--- src/rtl/core/aus_pkg.sv ---
// ----------------------------------------------------------------------------
// aus_pkg
// shared types and codes of the absolute url splitter
// ----------------------------------------------------------------------------
package aus_pkg;

    // part codes carried on the output word
    localparam logic [2:0] PART_SCHEME = 3'd0;
    localparam logic [2:0] PART_HOST   = 3'd1;
    localparam logic [2:0] PART_PORT   = 3'd2;
    localparam logic [2:0] PART_PATH   = 3'd3;
    localparam logic [2:0] PART_QUERY  = 3'd4;
    localparam logic [2:0] PART_END    = 3'd5;

    // parse phase of the front, one-hot
    typedef enum logic [5:0] {
        PH_SCHEME = 6'b000001,
        PH_SEP    = 6'b000010,
        PH_HOST   = 6'b000100,
        PH_PORT   = 6'b001000,
        PH_PATH   = 6'b010000,
        PH_QUERY  = 6'b100000
    } aus_phase_t;

    // default port to append at the end of a url
    typedef enum logic [1:0] {
        DEF_PORT_NONE = 2'd0,
        DEF_PORT_80   = 2'd1,
        DEF_PORT_443  = 2'd2
    } aus_def_port_t;

    // one classified record handed from front to back
    typedef struct packed {
        logic          has_main;   // record carries a url byte
        logic [7:0]    main_byte;
        logic [2:0]    main_part;
        logic          pct;        // main byte goes out as %XX
        logic          last;       // end record follows
        logic          status;     // 1 no match
        aus_def_port_t def_port;
        logic          def_path;
    } aus_rec_t;

endpackage

--- src/rtl/core/aus_front.sv ---
// ----------------------------------------------------------------------------
// aus_front
// matches the url pattern byte by byte and classifies each byte into a record
// ----------------------------------------------------------------------------
module aus_front (
    input  logic            clk,
    input  logic            rst_n,
    input  logic            in_fire,
    input  logic [7:0]      url_byte,
    input  logic            final_byte,
    output logic            push,
    output aus_pkg::aus_rec_t rec
);
    import aus_pkg::*;

    aus_phase_t phase_reg, phase_next;
    logic [2:0] pos_reg, pos_next;
    logic       secure_reg, secure_next;
    logic       host_reg, host_next;
    logic       port_reg, port_next;
    logic       path_reg, path_next;
    logic       mism_reg, mism_next;

    logic       has_main;
    logic [7:0] mbyte;
    logic [2:0] mpart;
    logic       pct;
    logic       ok;
    logic       mism_fin;

    function automatic logic [7:0] scheme_char(input logic [1:0] p);
        logic [7:0] r;
        case (p)
            2'd0:    r = 8'h68; // h
            2'd3:    r = 8'h70; // p
            default: r = 8'h74; // t
        endcase
        return r;
    endfunction

    function automatic logic passes_plain(input logic [7:0] c);
        logic r;
        r = (c >= 8'h30 && c <= 8'h39) || (c >= 8'h41 && c <= 8'h5A)
            || (c >= 8'h61 && c <= 8'h7A) || c == 8'h2D || c == 8'h5F
            || c == 8'h2E || c == 8'h7E || c == 8'h26 || c == 8'h3D;
        return r;
    endfunction

    always_comb
    begin
        phase_next  = phase_reg;
        pos_next    = pos_reg;
        secure_next = secure_reg;
        host_next   = host_reg;
        port_next   = port_reg;
        path_next   = path_reg;
        mism_next   = mism_reg;
        has_main    = 1'b0;
        mbyte       = url_byte;
        mpart       = PART_SCHEME;
        pct         = 1'b0;
        if (!mism_reg)
        begin
            unique case (phase_reg)
                PH_SCHEME:
                begin
                    if (!pos_reg[2])
                    begin
                        if (url_byte == scheme_char(pos_reg[1:0]))
                        begin
                            has_main = 1'b1;
                            pos_next = pos_reg + 3'd1;
                        end
                        else
                        begin
                            mism_next = 1'b1;
                        end
                    end
                    else if (url_byte == 8'h73 && !secure_reg)
                    begin
                        secure_next = 1'b1;
                        has_main    = 1'b1;
                    end
                    else if (url_byte == 8'h3A)
                    begin
                        phase_next = PH_SEP;
                        pos_next   = 3'd1;
                    end
                    else
                    begin
                        mism_next = 1'b1;
                    end
                end
                PH_SEP:
                begin
                    if (url_byte == 8'h2F)
                    begin
                        if (pos_reg >= 3'd2)
                            phase_next = PH_HOST;
                        else
                            pos_next = pos_reg + 3'd1;
                    end
                    else
                    begin
                        mism_next = 1'b1;
                    end
                end
                PH_HOST:
                begin
                    if (url_byte == 8'h20)
                        mism_next = 1'b1;
                    else if (url_byte == 8'h2F || url_byte == 8'h3A)
                    begin
                        if (!host_reg)
                            mism_next = 1'b1;
                        else if (url_byte == 8'h3A)
                            phase_next = PH_PORT;
                        else
                        begin
                            path_next  = 1'b1;
                            phase_next = PH_PATH;
                            has_main   = 1'b1;
                            mpart      = PART_PATH;
                        end
                    end
                    else
                    begin
                        host_next = 1'b1;
                        has_main  = 1'b1;
                        mpart     = PART_HOST;
                    end
                end
                PH_PORT:
                begin
                    if (url_byte == 8'h20)
                        mism_next = 1'b1;
                    else if (url_byte == 8'h2F)
                    begin
                        path_next  = 1'b1;
                        phase_next = PH_PATH;
                        has_main   = 1'b1;
                        mpart      = PART_PATH;
                    end
                    else
                    begin
                        port_next = 1'b1;
                        has_main  = 1'b1;
                        mpart     = PART_PORT;
                    end
                end
                PH_PATH:
                begin
                    if (url_byte == 8'h0D || url_byte == 8'h0A)
                        mism_next = 1'b1;
                    else
                    begin
                        if (url_byte == 8'h3F)
                            phase_next = PH_QUERY;
                        has_main = 1'b1;
                        mpart    = PART_PATH;
                    end
                end
                PH_QUERY:
                begin
                    if (url_byte == 8'h0D || url_byte == 8'h0A)
                        mism_next = 1'b1;
                    else
                    begin
                        has_main = 1'b1;
                        mpart    = PART_QUERY;
                        if (url_byte == 8'h20)
                            mbyte = 8'h2B; // space goes out as plus
                        else if (!passes_plain(url_byte))
                            pct = 1'b1;
                    end
                end
                default:
                begin
                    mism_next = 1'b1;
                end
            endcase
        end

        ok = (phase_next == PH_HOST || phase_next == PH_PORT || phase_next == PH_PATH
              || phase_next == PH_QUERY) && host_next;
        mism_fin = mism_next || !ok;

        rec.has_main  = has_main;
        rec.main_byte = mbyte;
        rec.main_part = mpart;
        rec.pct       = pct;
        rec.last      = final_byte;
        rec.status    = mism_fin;
        rec.def_path  = final_byte && !mism_fin && !path_next;
        if (final_byte && !mism_fin && !port_next)
            rec.def_port = secure_next ? DEF_PORT_443 : DEF_PORT_80;
        else
            rec.def_port = DEF_PORT_NONE;
    end

    assign push = in_fire && (has_main || final_byte);

    always_ff @(posedge clk or negedge rst_n)
    begin
        if (!rst_n)
        begin
            phase_reg  <= PH_SCHEME;
            pos_reg    <= 3'd0;
            secure_reg <= 1'b0;
            host_reg   <= 1'b0;
            port_reg   <= 1'b0;
            path_reg   <= 1'b0;
            mism_reg   <= 1'b0;
        end
        else if (in_fire)
        begin
            if (final_byte)
            begin
                // url done, start over
                phase_reg  <= PH_SCHEME;
                pos_reg    <= 3'd0;
                secure_reg <= 1'b0;
                host_reg   <= 1'b0;
                port_reg   <= 1'b0;
                path_reg   <= 1'b0;
                mism_reg   <= 1'b0;
            end
            else
            begin
                phase_reg  <= phase_next;
                pos_reg    <= pos_next;
                secure_reg <= secure_next;
                host_reg   <= host_next;
                port_reg   <= port_next;
                path_reg   <= path_next;
                mism_reg   <= mism_next;
            end
        end
    end

endmodule

--- src/rtl/core/aus_queue.sv ---
// ----------------------------------------------------------------------------
// aus_queue
// short record queue between the front and the back
// ----------------------------------------------------------------------------
module aus_queue #(
    parameter int DEPTH = 4
) (
    input  logic              clk,
    input  logic              rst_n,
    input  logic              push,
    input  aus_pkg::aus_rec_t push_rec,
    input  logic              pop,
    output aus_pkg::aus_rec_t head_rec,
    output logic              not_empty,
    output logic              full,
    output logic [$clog2(DEPTH+1)-1:0] count
);
    import aus_pkg::*;

    localparam int PTR_W = (DEPTH > 1) ? $clog2(DEPTH) : 1;
    localparam int CNT_W = $clog2(DEPTH + 1);

    aus_rec_t             slot_reg [DEPTH];
    logic [PTR_W-1:0]     wr_ptr_reg, rd_ptr_reg;
    logic [CNT_W-1:0]     cnt_reg;

    function automatic logic [PTR_W-1:0] ptr_inc(input logic [PTR_W-1:0] p);
        logic [PTR_W-1:0] r;
        if (p == PTR_W'(DEPTH - 1))
            r = '0;
        else
            r = p + PTR_W'(1);
        return r;
    endfunction

    always_ff @(posedge clk)
    begin
        if (push)
            slot_reg[wr_ptr_reg] <= push_rec;
    end

    always_ff @(posedge clk or negedge rst_n)
    begin
        if (!rst_n)
        begin
            wr_ptr_reg <= '0;
            rd_ptr_reg <= '0;
            cnt_reg    <= '0;
        end
        else
        begin
            if (push)
                wr_ptr_reg <= ptr_inc(wr_ptr_reg);
            if (pop)
                rd_ptr_reg <= ptr_inc(rd_ptr_reg);
            if (push && !pop)
                cnt_reg <= cnt_reg + CNT_W'(1);
            else if (pop && !push)
                cnt_reg <= cnt_reg - CNT_W'(1);
        end
    end

    assign head_rec  = slot_reg[rd_ptr_reg];
    assign not_empty = (cnt_reg != '0);
    assign full      = (cnt_reg == CNT_W'(DEPTH));
    assign count     = cnt_reg;

endmodule

--- src/rtl/core/aus_back.sv ---
// ----------------------------------------------------------------------------
// aus_back
// expands each record into output words and holds them in an output register
// ----------------------------------------------------------------------------
module aus_back (
    input  logic              clk,
    input  logic              rst_n,
    input  aus_pkg::aus_rec_t head_rec,
    input  logic              head_valid,
    output logic              pop,
    output logic              out_valid,
    input  logic              out_stall,
    output logic [7:0]        out_byte,
    output logic [2:0]        part,
    output logic              end_of_url,
    output logic              status
);
    import aus_pkg::*;

    logic [2:0] idx_reg;
    logic       valid_reg;
    logic [7:0] byte_reg;
    logic [2:0] part_reg;
    logic       eou_reg;
    logic       status_reg;

    logic [3:0] len_main, len_port, len_path, total, i;
    logic [3:0] j;
    logic [7:0] it_byte;
    logic [2:0] it_part;
    logic       it_eou;
    logic       it_status;
    logic       last_item;
    logic       adv;

    function automatic logic [7:0] hex_char(input logic [3:0] n);
        logic [7:0] r;
        if (n < 4'd10)
            r = 8'h30 + {4'd0, n};
        else
            r = 8'h37 + {4'd0, n};
        return r;
    endfunction

    always_comb
    begin
        len_main = head_rec.has_main ? (head_rec.pct ? 4'd3 : 4'd1) : 4'd0;
        case (head_rec.def_port)
            DEF_PORT_80:  len_port = 4'd2;
            DEF_PORT_443: len_port = 4'd3;
            default:      len_port = 4'd0;
        endcase
        len_path = {3'd0, head_rec.def_path};
        total    = len_main + len_port + len_path + {3'd0, head_rec.last};
        i        = {1'b0, idx_reg};
        j        = i - len_main;

        it_byte   = 8'h00;
        it_part   = PART_END;
        it_eou    = 1'b0;
        it_status = 1'b0;
        if (i < len_main)
        begin
            it_part = head_rec.main_part;
            if (i == 4'd0)
                it_byte = head_rec.pct ? 8'h25 : head_rec.main_byte;
            else if (i == 4'd1)
                it_byte = hex_char(head_rec.main_byte[7:4]);
            else
                it_byte = hex_char(head_rec.main_byte[3:0]);
        end
        else if (i < len_main + len_port)
        begin
            it_part = PART_PORT;
            if (head_rec.def_port == DEF_PORT_80)
                it_byte = (j == 4'd0) ? 8'h38 : 8'h30;
            else
                it_byte = (j == 4'd2) ? 8'h33 : 8'h34;
        end
        else if (i < len_main + len_port + len_path)
        begin
            it_part = PART_PATH;
            it_byte = 8'h2F;
        end
        else
        begin
            it_eou    = 1'b1;
            it_status = head_rec.status;
        end
    end

    assign last_item = (i == total - 4'd1);
    assign adv       = head_valid && (!valid_reg || !out_stall);
    assign pop       = adv && last_item;

    always_ff @(posedge clk or negedge rst_n)
    begin
        if (!rst_n)
        begin
            idx_reg   <= 3'd0;
            valid_reg <= 1'b0;
        end
        else if (adv)
        begin
            valid_reg <= 1'b1;
            idx_reg   <= last_item ? 3'd0 : idx_reg + 3'd1;
        end
        else if (!out_stall)
        begin
            valid_reg <= 1'b0;
        end
    end

    always_ff @(posedge clk)
    begin
        if (adv)
        begin
            byte_reg   <= it_byte;
            part_reg   <= it_part;
            eou_reg    <= it_eou;
            status_reg <= it_status;
        end
    end

    assign out_valid  = valid_reg;
    assign out_byte   = byte_reg;
    assign part       = part_reg;
    assign end_of_url = eou_reg;
    assign status     = status_reg;

endmodule

--- src/rtl/core/absolute_url_splitter_top.sv ---
// ----------------------------------------------------------------------------
// absolute_url_splitter_top
// splits an http or https url into tagged scheme, host, port, path and query
// ----------------------------------------------------------------------------
// One url byte is taken per cycle whenever the record queue has room; the
// front decides the byte in that same cycle. The back then sends one output
// word per cycle unless out_stall holds it: one word for a plain byte, three
// for a percent-encoded query byte, and on the final byte up to three default
// port words, a default path word and the end record, so a final byte yields
// up to seven output words. in_stall rises only when the QUEUE_DEPTH record
// queue is full, which happens when the output expands faster than it drains
// or out_stall holds it.
module absolute_url_splitter_top #(
    parameter int QUEUE_DEPTH = 4
) (
    input  logic       clk,
    input  logic       rst_n,
    input  logic       in_valid,
    output logic       in_stall,
    input  logic [7:0] url_byte,
    input  logic       final_byte,
    output logic       out_valid,
    input  logic       out_stall,
    output logic [7:0] out_byte,
    output logic [2:0] part,
    output logic       end_of_url,
    output logic       status
);
    import aus_pkg::*;

    localparam int CNT_W = $clog2(QUEUE_DEPTH + 1);

    logic             in_fire;
    logic             q_push;
    aus_rec_t         q_push_rec;
    logic             q_pop;
    aus_rec_t         q_head;
    logic             q_not_empty;
    logic             q_full;
    logic [CNT_W-1:0] q_count;

    assign in_fire  = in_valid && !in_stall;
    assign in_stall = q_full;

    aus_front u_front (
        .clk        (clk),
        .rst_n      (rst_n),
        .in_fire    (in_fire),
        .url_byte   (url_byte),
        .final_byte (final_byte),
        .push       (q_push),
        .rec        (q_push_rec)
    );

    aus_queue #(
        .DEPTH (QUEUE_DEPTH)
    ) u_queue (
        .clk       (clk),
        .rst_n     (rst_n),
        .push      (q_push),
        .push_rec  (q_push_rec),
        .pop       (q_pop),
        .head_rec  (q_head),
        .not_empty (q_not_empty),
        .full      (q_full),
        .count     (q_count)
    );

    aus_back u_back (
        .clk        (clk),
        .rst_n      (rst_n),
        .head_rec   (q_head),
        .head_valid (q_not_empty),
        .pop        (q_pop),
        .out_valid  (out_valid),
        .out_stall  (out_stall),
        .out_byte   (out_byte),
        .part       (part),
        .end_of_url (end_of_url),
        .status     (status)
    );

    // end record always carries the end part code
    a_end_part: assert property (@(posedge clk) disable iff (!rst_n)
        out_valid && end_of_url |-> part == PART_END)
        else $error("end record with wrong part code");

    // status is only raised on the end record
    a_status_end: assert property (@(posedge clk) disable iff (!rst_n)
        out_valid && status |-> end_of_url)
        else $error("status set on a non-end word");

    // the back never pops an empty queue
    a_pop_nonempty: assert property (@(posedge clk) disable iff (!rst_n)
        q_pop |-> q_count != '0)
        else $error("pop from empty record queue");

    // queue fill stays within depth
    a_count_bound: assert property (@(posedge clk) disable iff (!rst_n)
        q_count <= CNT_W'(QUEUE_DEPTH))
        else $error("record queue overfilled");

endmodule
--- config.mk ---
export PLATFORM = sky130hd
export DESIGN_NAME = absolute_url_splitter_top
export DESIGN_NICKNAME = d
export VERILOG_FILES = /design/src/rtl/core/aus_pkg.sv /design/src/rtl/core/aus_front.sv /design/src/rtl/core/aus_queue.sv /design/src/rtl/core/aus_back.sv /design/src/rtl/core/absolute_url_splitter_top.sv
export SDC_FILE = /design/constraint.sdc
export NUM_CORES = 1
export LEC_CHECK = 0
export ABC_AREA = 0
export BUFFER_PORTS_ARGS = -buffer_cell sky130_fd_sc_hd__buf_2
export CAP_MARGIN = 20
export CORE_MARGIN = 2
export CORE_UTILIZATION = 60
export DETAILED_ROUTE_END_ITERATION = 16
export PLACE_DENSITY = 0.8
export SLEW_MARGIN = 10
export SYNTH_ARGS = -nofsm -noshare
export SYNTH_HDL_FRONTEND = slang
export SYNTH_SLANG_ARGS = --single-unit
--- constraint.sdc ---
create_clock -name clk -period 5.9 [get_ports clk]
set_input_delay 1.77 -clock clk [delete_from_list [all_inputs] [get_ports clk]]
set_output_delay 1.77 -clock clk [all_outputs]
set_load 0.1 [all_outputs]
==> flow_metrics.py <==
metrics = {
    "setup_path": {
        "regToRegSetupSlack_ns": 0.53,
        "worstReg2RegEnd": "u_queue.count[1]",
        "regToRegStartpoint": "u_queue.rd_ptr_reg[0]",
        "required_time_of_the_critical_path_ns": 6.15,
        "r2r.worst_path.cells": 17,
        "cp_slowest_cell": "sky130_fd_sc_hd__dfrtp_1",
        "worst-endpoint-arrival_ns": 5.62,
        "endpoint": "u_queue.count[1]",
        "crit_type": "flip-flop to flip-flop",
        "critical_path.startpoint": "u_queue.rd_ptr_reg[0]",
        "critical_path.top_delay_family": "adder cells",
        "critPathCaptureType": "flip-flop",
        "setup.worst_path.start_class": "flip-flop",
        "crit_buf_inv": 3,
        "crit_top_cell": "sky130_fd_sc_hd__ha_1",
        "critical_path.max_stage_delay_ns": 0.82,
        "path_depth": 17,
        "cp_cell_instances": "mux4_2, ha_1, ha_1, fa_1, ha_1, inv_1, ha_1, xor2_1, or2_0, o211ai_1, nand4_1, nor3b_1, inv_1, ha_1, inv_1, fa_1, mux2_2",
        "critical_path.max_fanout": 14,
    },
    "logic_synthesis": {
        "yosys-top-cells-count": "85 x sky130_fd_sc_hd__edfxtp_1, 34 x sky130_fd_sc_hd__nor2_1, 33 x sky130_fd_sc_hd__inv_1",
        "ys_ff_latch": 110,
        "post-synth-top-count-cell": "sky130_fd_sc_hd__edfxtp_1",
        "synth_area_mm2": 0.006200,
        "synth_edf_count": 85,
        "synth.area.top_cells": "sky130_fd_sc_hd__edfxtp_1 41%, sky130_fd_sc_hd__dfrtp_1 9.7%, sky130_fd_sc_hd__mux4_2 6.2%, sky130_fd_sc_hd__ha_1 5.7%, sky130_fd_sc_hd__nor2_1 2.1%",
        "postSynth.asyncResetShare_pct": 22.73,
        "synth_warnings": 0,
        "mappedNetlistNets": 566,
        "synth_top_flop_cell": "sky130_fd_sc_hd__edfxtp_1",
        "synthesis.area_per_instance_um2": 11.88,
        "synth_top_cell_by_area": "sky130_fd_sc_hd__edfxtp_1",
        "syn_inst": 522,
        "yosysSeqAreaShare_pct": 51.28,
        "synth.distinct_cells": 81,
        "synth_top_area_share_pct": 41.17,
    },
    "timing": {
        "slew_worst_pin_ns": 0.9218,
        "final_min_period_over_clock_period_pct": 91.05,
        "layout_min_cycle_time_ns": 5.372,
        "timing.final.setup_violations": 0,
        "max_freq_mhz": 186.1,
        "relSlewSlack_pct": 38.55,
        "rsz0062_at_grt": "no",
        "slew_limit_fails": 0,
        "hold_violations": 0,
        "setup_total_negative_slack_ns": 0,
        "finClkSkew_ns": 0.008533,
    },
    "status": {
        "run_status": "complete, no violations",
    },
    "placement": {
        "io_buffers": 27,
        "hpwl_um": 9052,
        "gp_congestion": 0.9366,
    },
    "floorplan": {
        "initial_utilization_pct": 60.87,
        "chipHeight_um": 105.7,
        "placeableCoreArea_mm2": 0.01018,
        "num_io_pins": 28,
        "die_area_mm2": 0.01116,
        "die_w_um": 105.7,
        "row_count": 37,
    },
    "clock_network": {
        "clk-insertion-delay-late_ns": 0.37,
        "cts-hold-fix-buffers": 0,
        "cts_max_path_buffers": 2,
        "post_cts_setup_repair_bufs": 0,
        "cts_tree": "built",
        "clock-root-buffer": "sky130_fd_sc_hd__clkbuf_8",
        "cts.clk_slew.worst_paths_ns": 0.09,
        "clock_sink_count": 110,
        "cts_buffer_count": 9,
        "cts.repair.resized": 0,
        "htree_levels": 3,
    },
    "min_path": {
        "class_of_the_worst_hold_path": "flip-flop to flip-flop",
    },
    "power": {
        "clkPwrFrac_pct": 11.8,
        "p_int_uw": 1966,
        "seqPwrFrac_pct": 32.9,
        "p_leak_uw": 0.002466,
        "switchingPower_uw": 1590,
        "switching_share_pct": 44.72,
        "combinational_cell_fraction_of_total_power_pct": 55.4,
        "power.density_cell_area_mw_per_mm2": 540.2,
        "irDropWorstVdd_mv": 0.4377,
    },
    "layout": {
        "n_fill_cell": 772,
        "largest_register_ffs": 72,
        "multi_input_area_mm2": 0.002774,
        "antenna_cells": 0,
        "layout-drive-gt1-share_pct": 15.74,
        "area_delta_synth_final_pct": 6.176,
        "final_core_utilization_pct": 64.63,
        "nNetsFinal": 579,
        "final-seq-area_mm2": 0.003179,
    },
    "detailed_routing": {
        "drt_drc_violations_left": 0,
        "remaining_antenna_violation_count": 0,
        "firstDrtPassIters": 5,
        "detail_route.wl_per_cell_um": 18.46,
        "wl_um": 12480,
        "detailroute.via_count": 4182,
        "routed_via_density": 6.186,
        "detail_route.iter0.violations": 188,
    },
    "global_route": {
        "gr-usage-all-layers_pct": 23.83,
        "via_count_of_the_first_global_routing_pass": 4133,
        "grt_overflow_total": 0,
        "antenna_found_initial": 0,
        "wire_length_of_the_first_global_routing_pass_um": 20450,
        "pin_count_of_the_biggest_net_entering_global_routing": 26,
    },
    "job": {
        "max_cap_violations": 0,
    },
}
## power by group through the flow
stage | logic [uW] | registers, uW | clock network [uW]
after floorplan | 1320 | 1450 | 0
after global placement | 1900 | 1180 | 0
after detailed placement | 1960 | 1190 | 0
after CTS | 1970 | 1170 | 426
after global routing | 2170 | 1190 | 454
final | 1970 | 1170 | 418
## stage by stage
| stage | instances | power (uW) | instance area (um2) | hold slack [ns] | worst slack, ns |
|---|---|---|---|---|---|
| final | 676 | 3556 | 6583 | 0.5106 | 0.5279 |
| after global placement | 660 | 3081 | 6405 | 0.4723 | 0.7336 |
| after detailed placement | 660 | 3145 | 6405 | 0.4916 | 0.5411 |
| after CTS | 676 | 3565 | 6583 | 0.5158 | 0.5131 |
| after floorplan | 522 | 2764 | 6200 | 0.4560 | 0.6171 |
| after global routing | 676 | 3808 | 6583 | 0.5372 | 0.2162 |
## cell type report
class,instances,share of cell area [%]
Tap cell,136,2.585
Timing Repair Buffer,30,2.395
Inverter,33,1.882
Sequential cell,110,48.30
Multi-Input combinational cell,351,42.14
Clock inverter,3,0.2851
Clock buffer,13,2.414
## worst register-to-register path: cells and delay by family (launching register included)
| family | cells | cell delay, ns |
|---|---|---|
| fa+ha+maj | 7 | 2.05 |
| simple gates | 3 | 0.92 |
| mux | 2 | 0.88 |
| flops | 1 | 0.82 |
| buf+inv | 3 | 0.23 |
| xor+xnor | 1 | 0.18 |
| compound gates | 1 | 0.18 |
## worst min-delay path by stage
| stage | startpoint | to | slack, ns | depth (start not counted) |
|---|---|---|---|---|
| after floorplan | u_queue.count[2] | u_queue.count[2] | 0.46 | 1 |
| after global placement | u_queue.count[2] | u_queue.count[2] | 0.47 | 1 |
| after detailed placement | u_front.path_reg | u_front.path_reg | 0.49 | 2 |
| after CTS | u_front.path_reg | u_front.path_reg | 0.52 | 2 |
| after global routing | u_queue.count[2] | u_queue.count[2] | 0.54 | 1 |
| final | u_queue.count[2] | u_queue.count[2] | 0.51 | 1 |
## placed cells by master (no fill, tap or decap), types with 6 or more instances in the layout
cell                       count
sky130_fd_sc_hd__xor2_1        9
sky130_fd_sc_hd__nor2_1       34
sky130_fd_sc_hd__a21o_1        6
sky130_fd_sc_hd__nor3_1       12
sky130_fd_sc_hd__edfxtp_1     85
sky130_fd_sc_hd__a31oi_1       8
sky130_fd_sc_hd__a22oi_1       6
sky130_fd_sc_hd__mux4_2       17
sky130_fd_sc_hd__buf_2        27
sky130_fd_sc_hd__xnor2_1       7
sky130_fd_sc_hd__and3_1        8
sky130_fd_sc_hd__and2_1        7
sky130_fd_sc_hd__nand3_1      14
sky130_fd_sc_hd__nand2b_1      8
sky130_fd_sc_hd__o21ai_0      20
sky130_fd_sc_hd__clkbuf_8     11
sky130_fd_sc_hd__nand2_1      31
sky130_fd_sc_hd__a21oi_1      21
sky130_fd_sc_hd__inv_1        33
sky130_fd_sc_hd__dfrtp_1      24
sky130_fd_sc_hd__nor2b_1       9
sky130_fd_sc_hd__ha_1         28
## routing by layer
metal	share of wire [%]	wire length, um	vias up	track usage (%)
met1	41	5177	2023	29.76
met5	0	0	-	0
met3	4.5	557	32	2.721
met4	3.3	418	0	13.25
li1	-	-	1997	-
met2	51	6326	130	40.51
## logic make-up (layout without fill, tap and decap cells)
kind of cell | Yosys count | in the layout | share of synthesized area, %
AOI/OAI and AO/OA | 114 | 114 | 13.08
muxes | 27 | 27 | 8.052
adders and majority gates | 31 | 31 | 6.620
buffers and inverters | 61 | 79 | 3.976
xor gates and xnor gates | 16 | 16 | 2.260
and+or+nand+nor | 163 | 163 | 14.73
DFF | 110 | 110 | 51.28
Power figures use the tool's default switching activity.
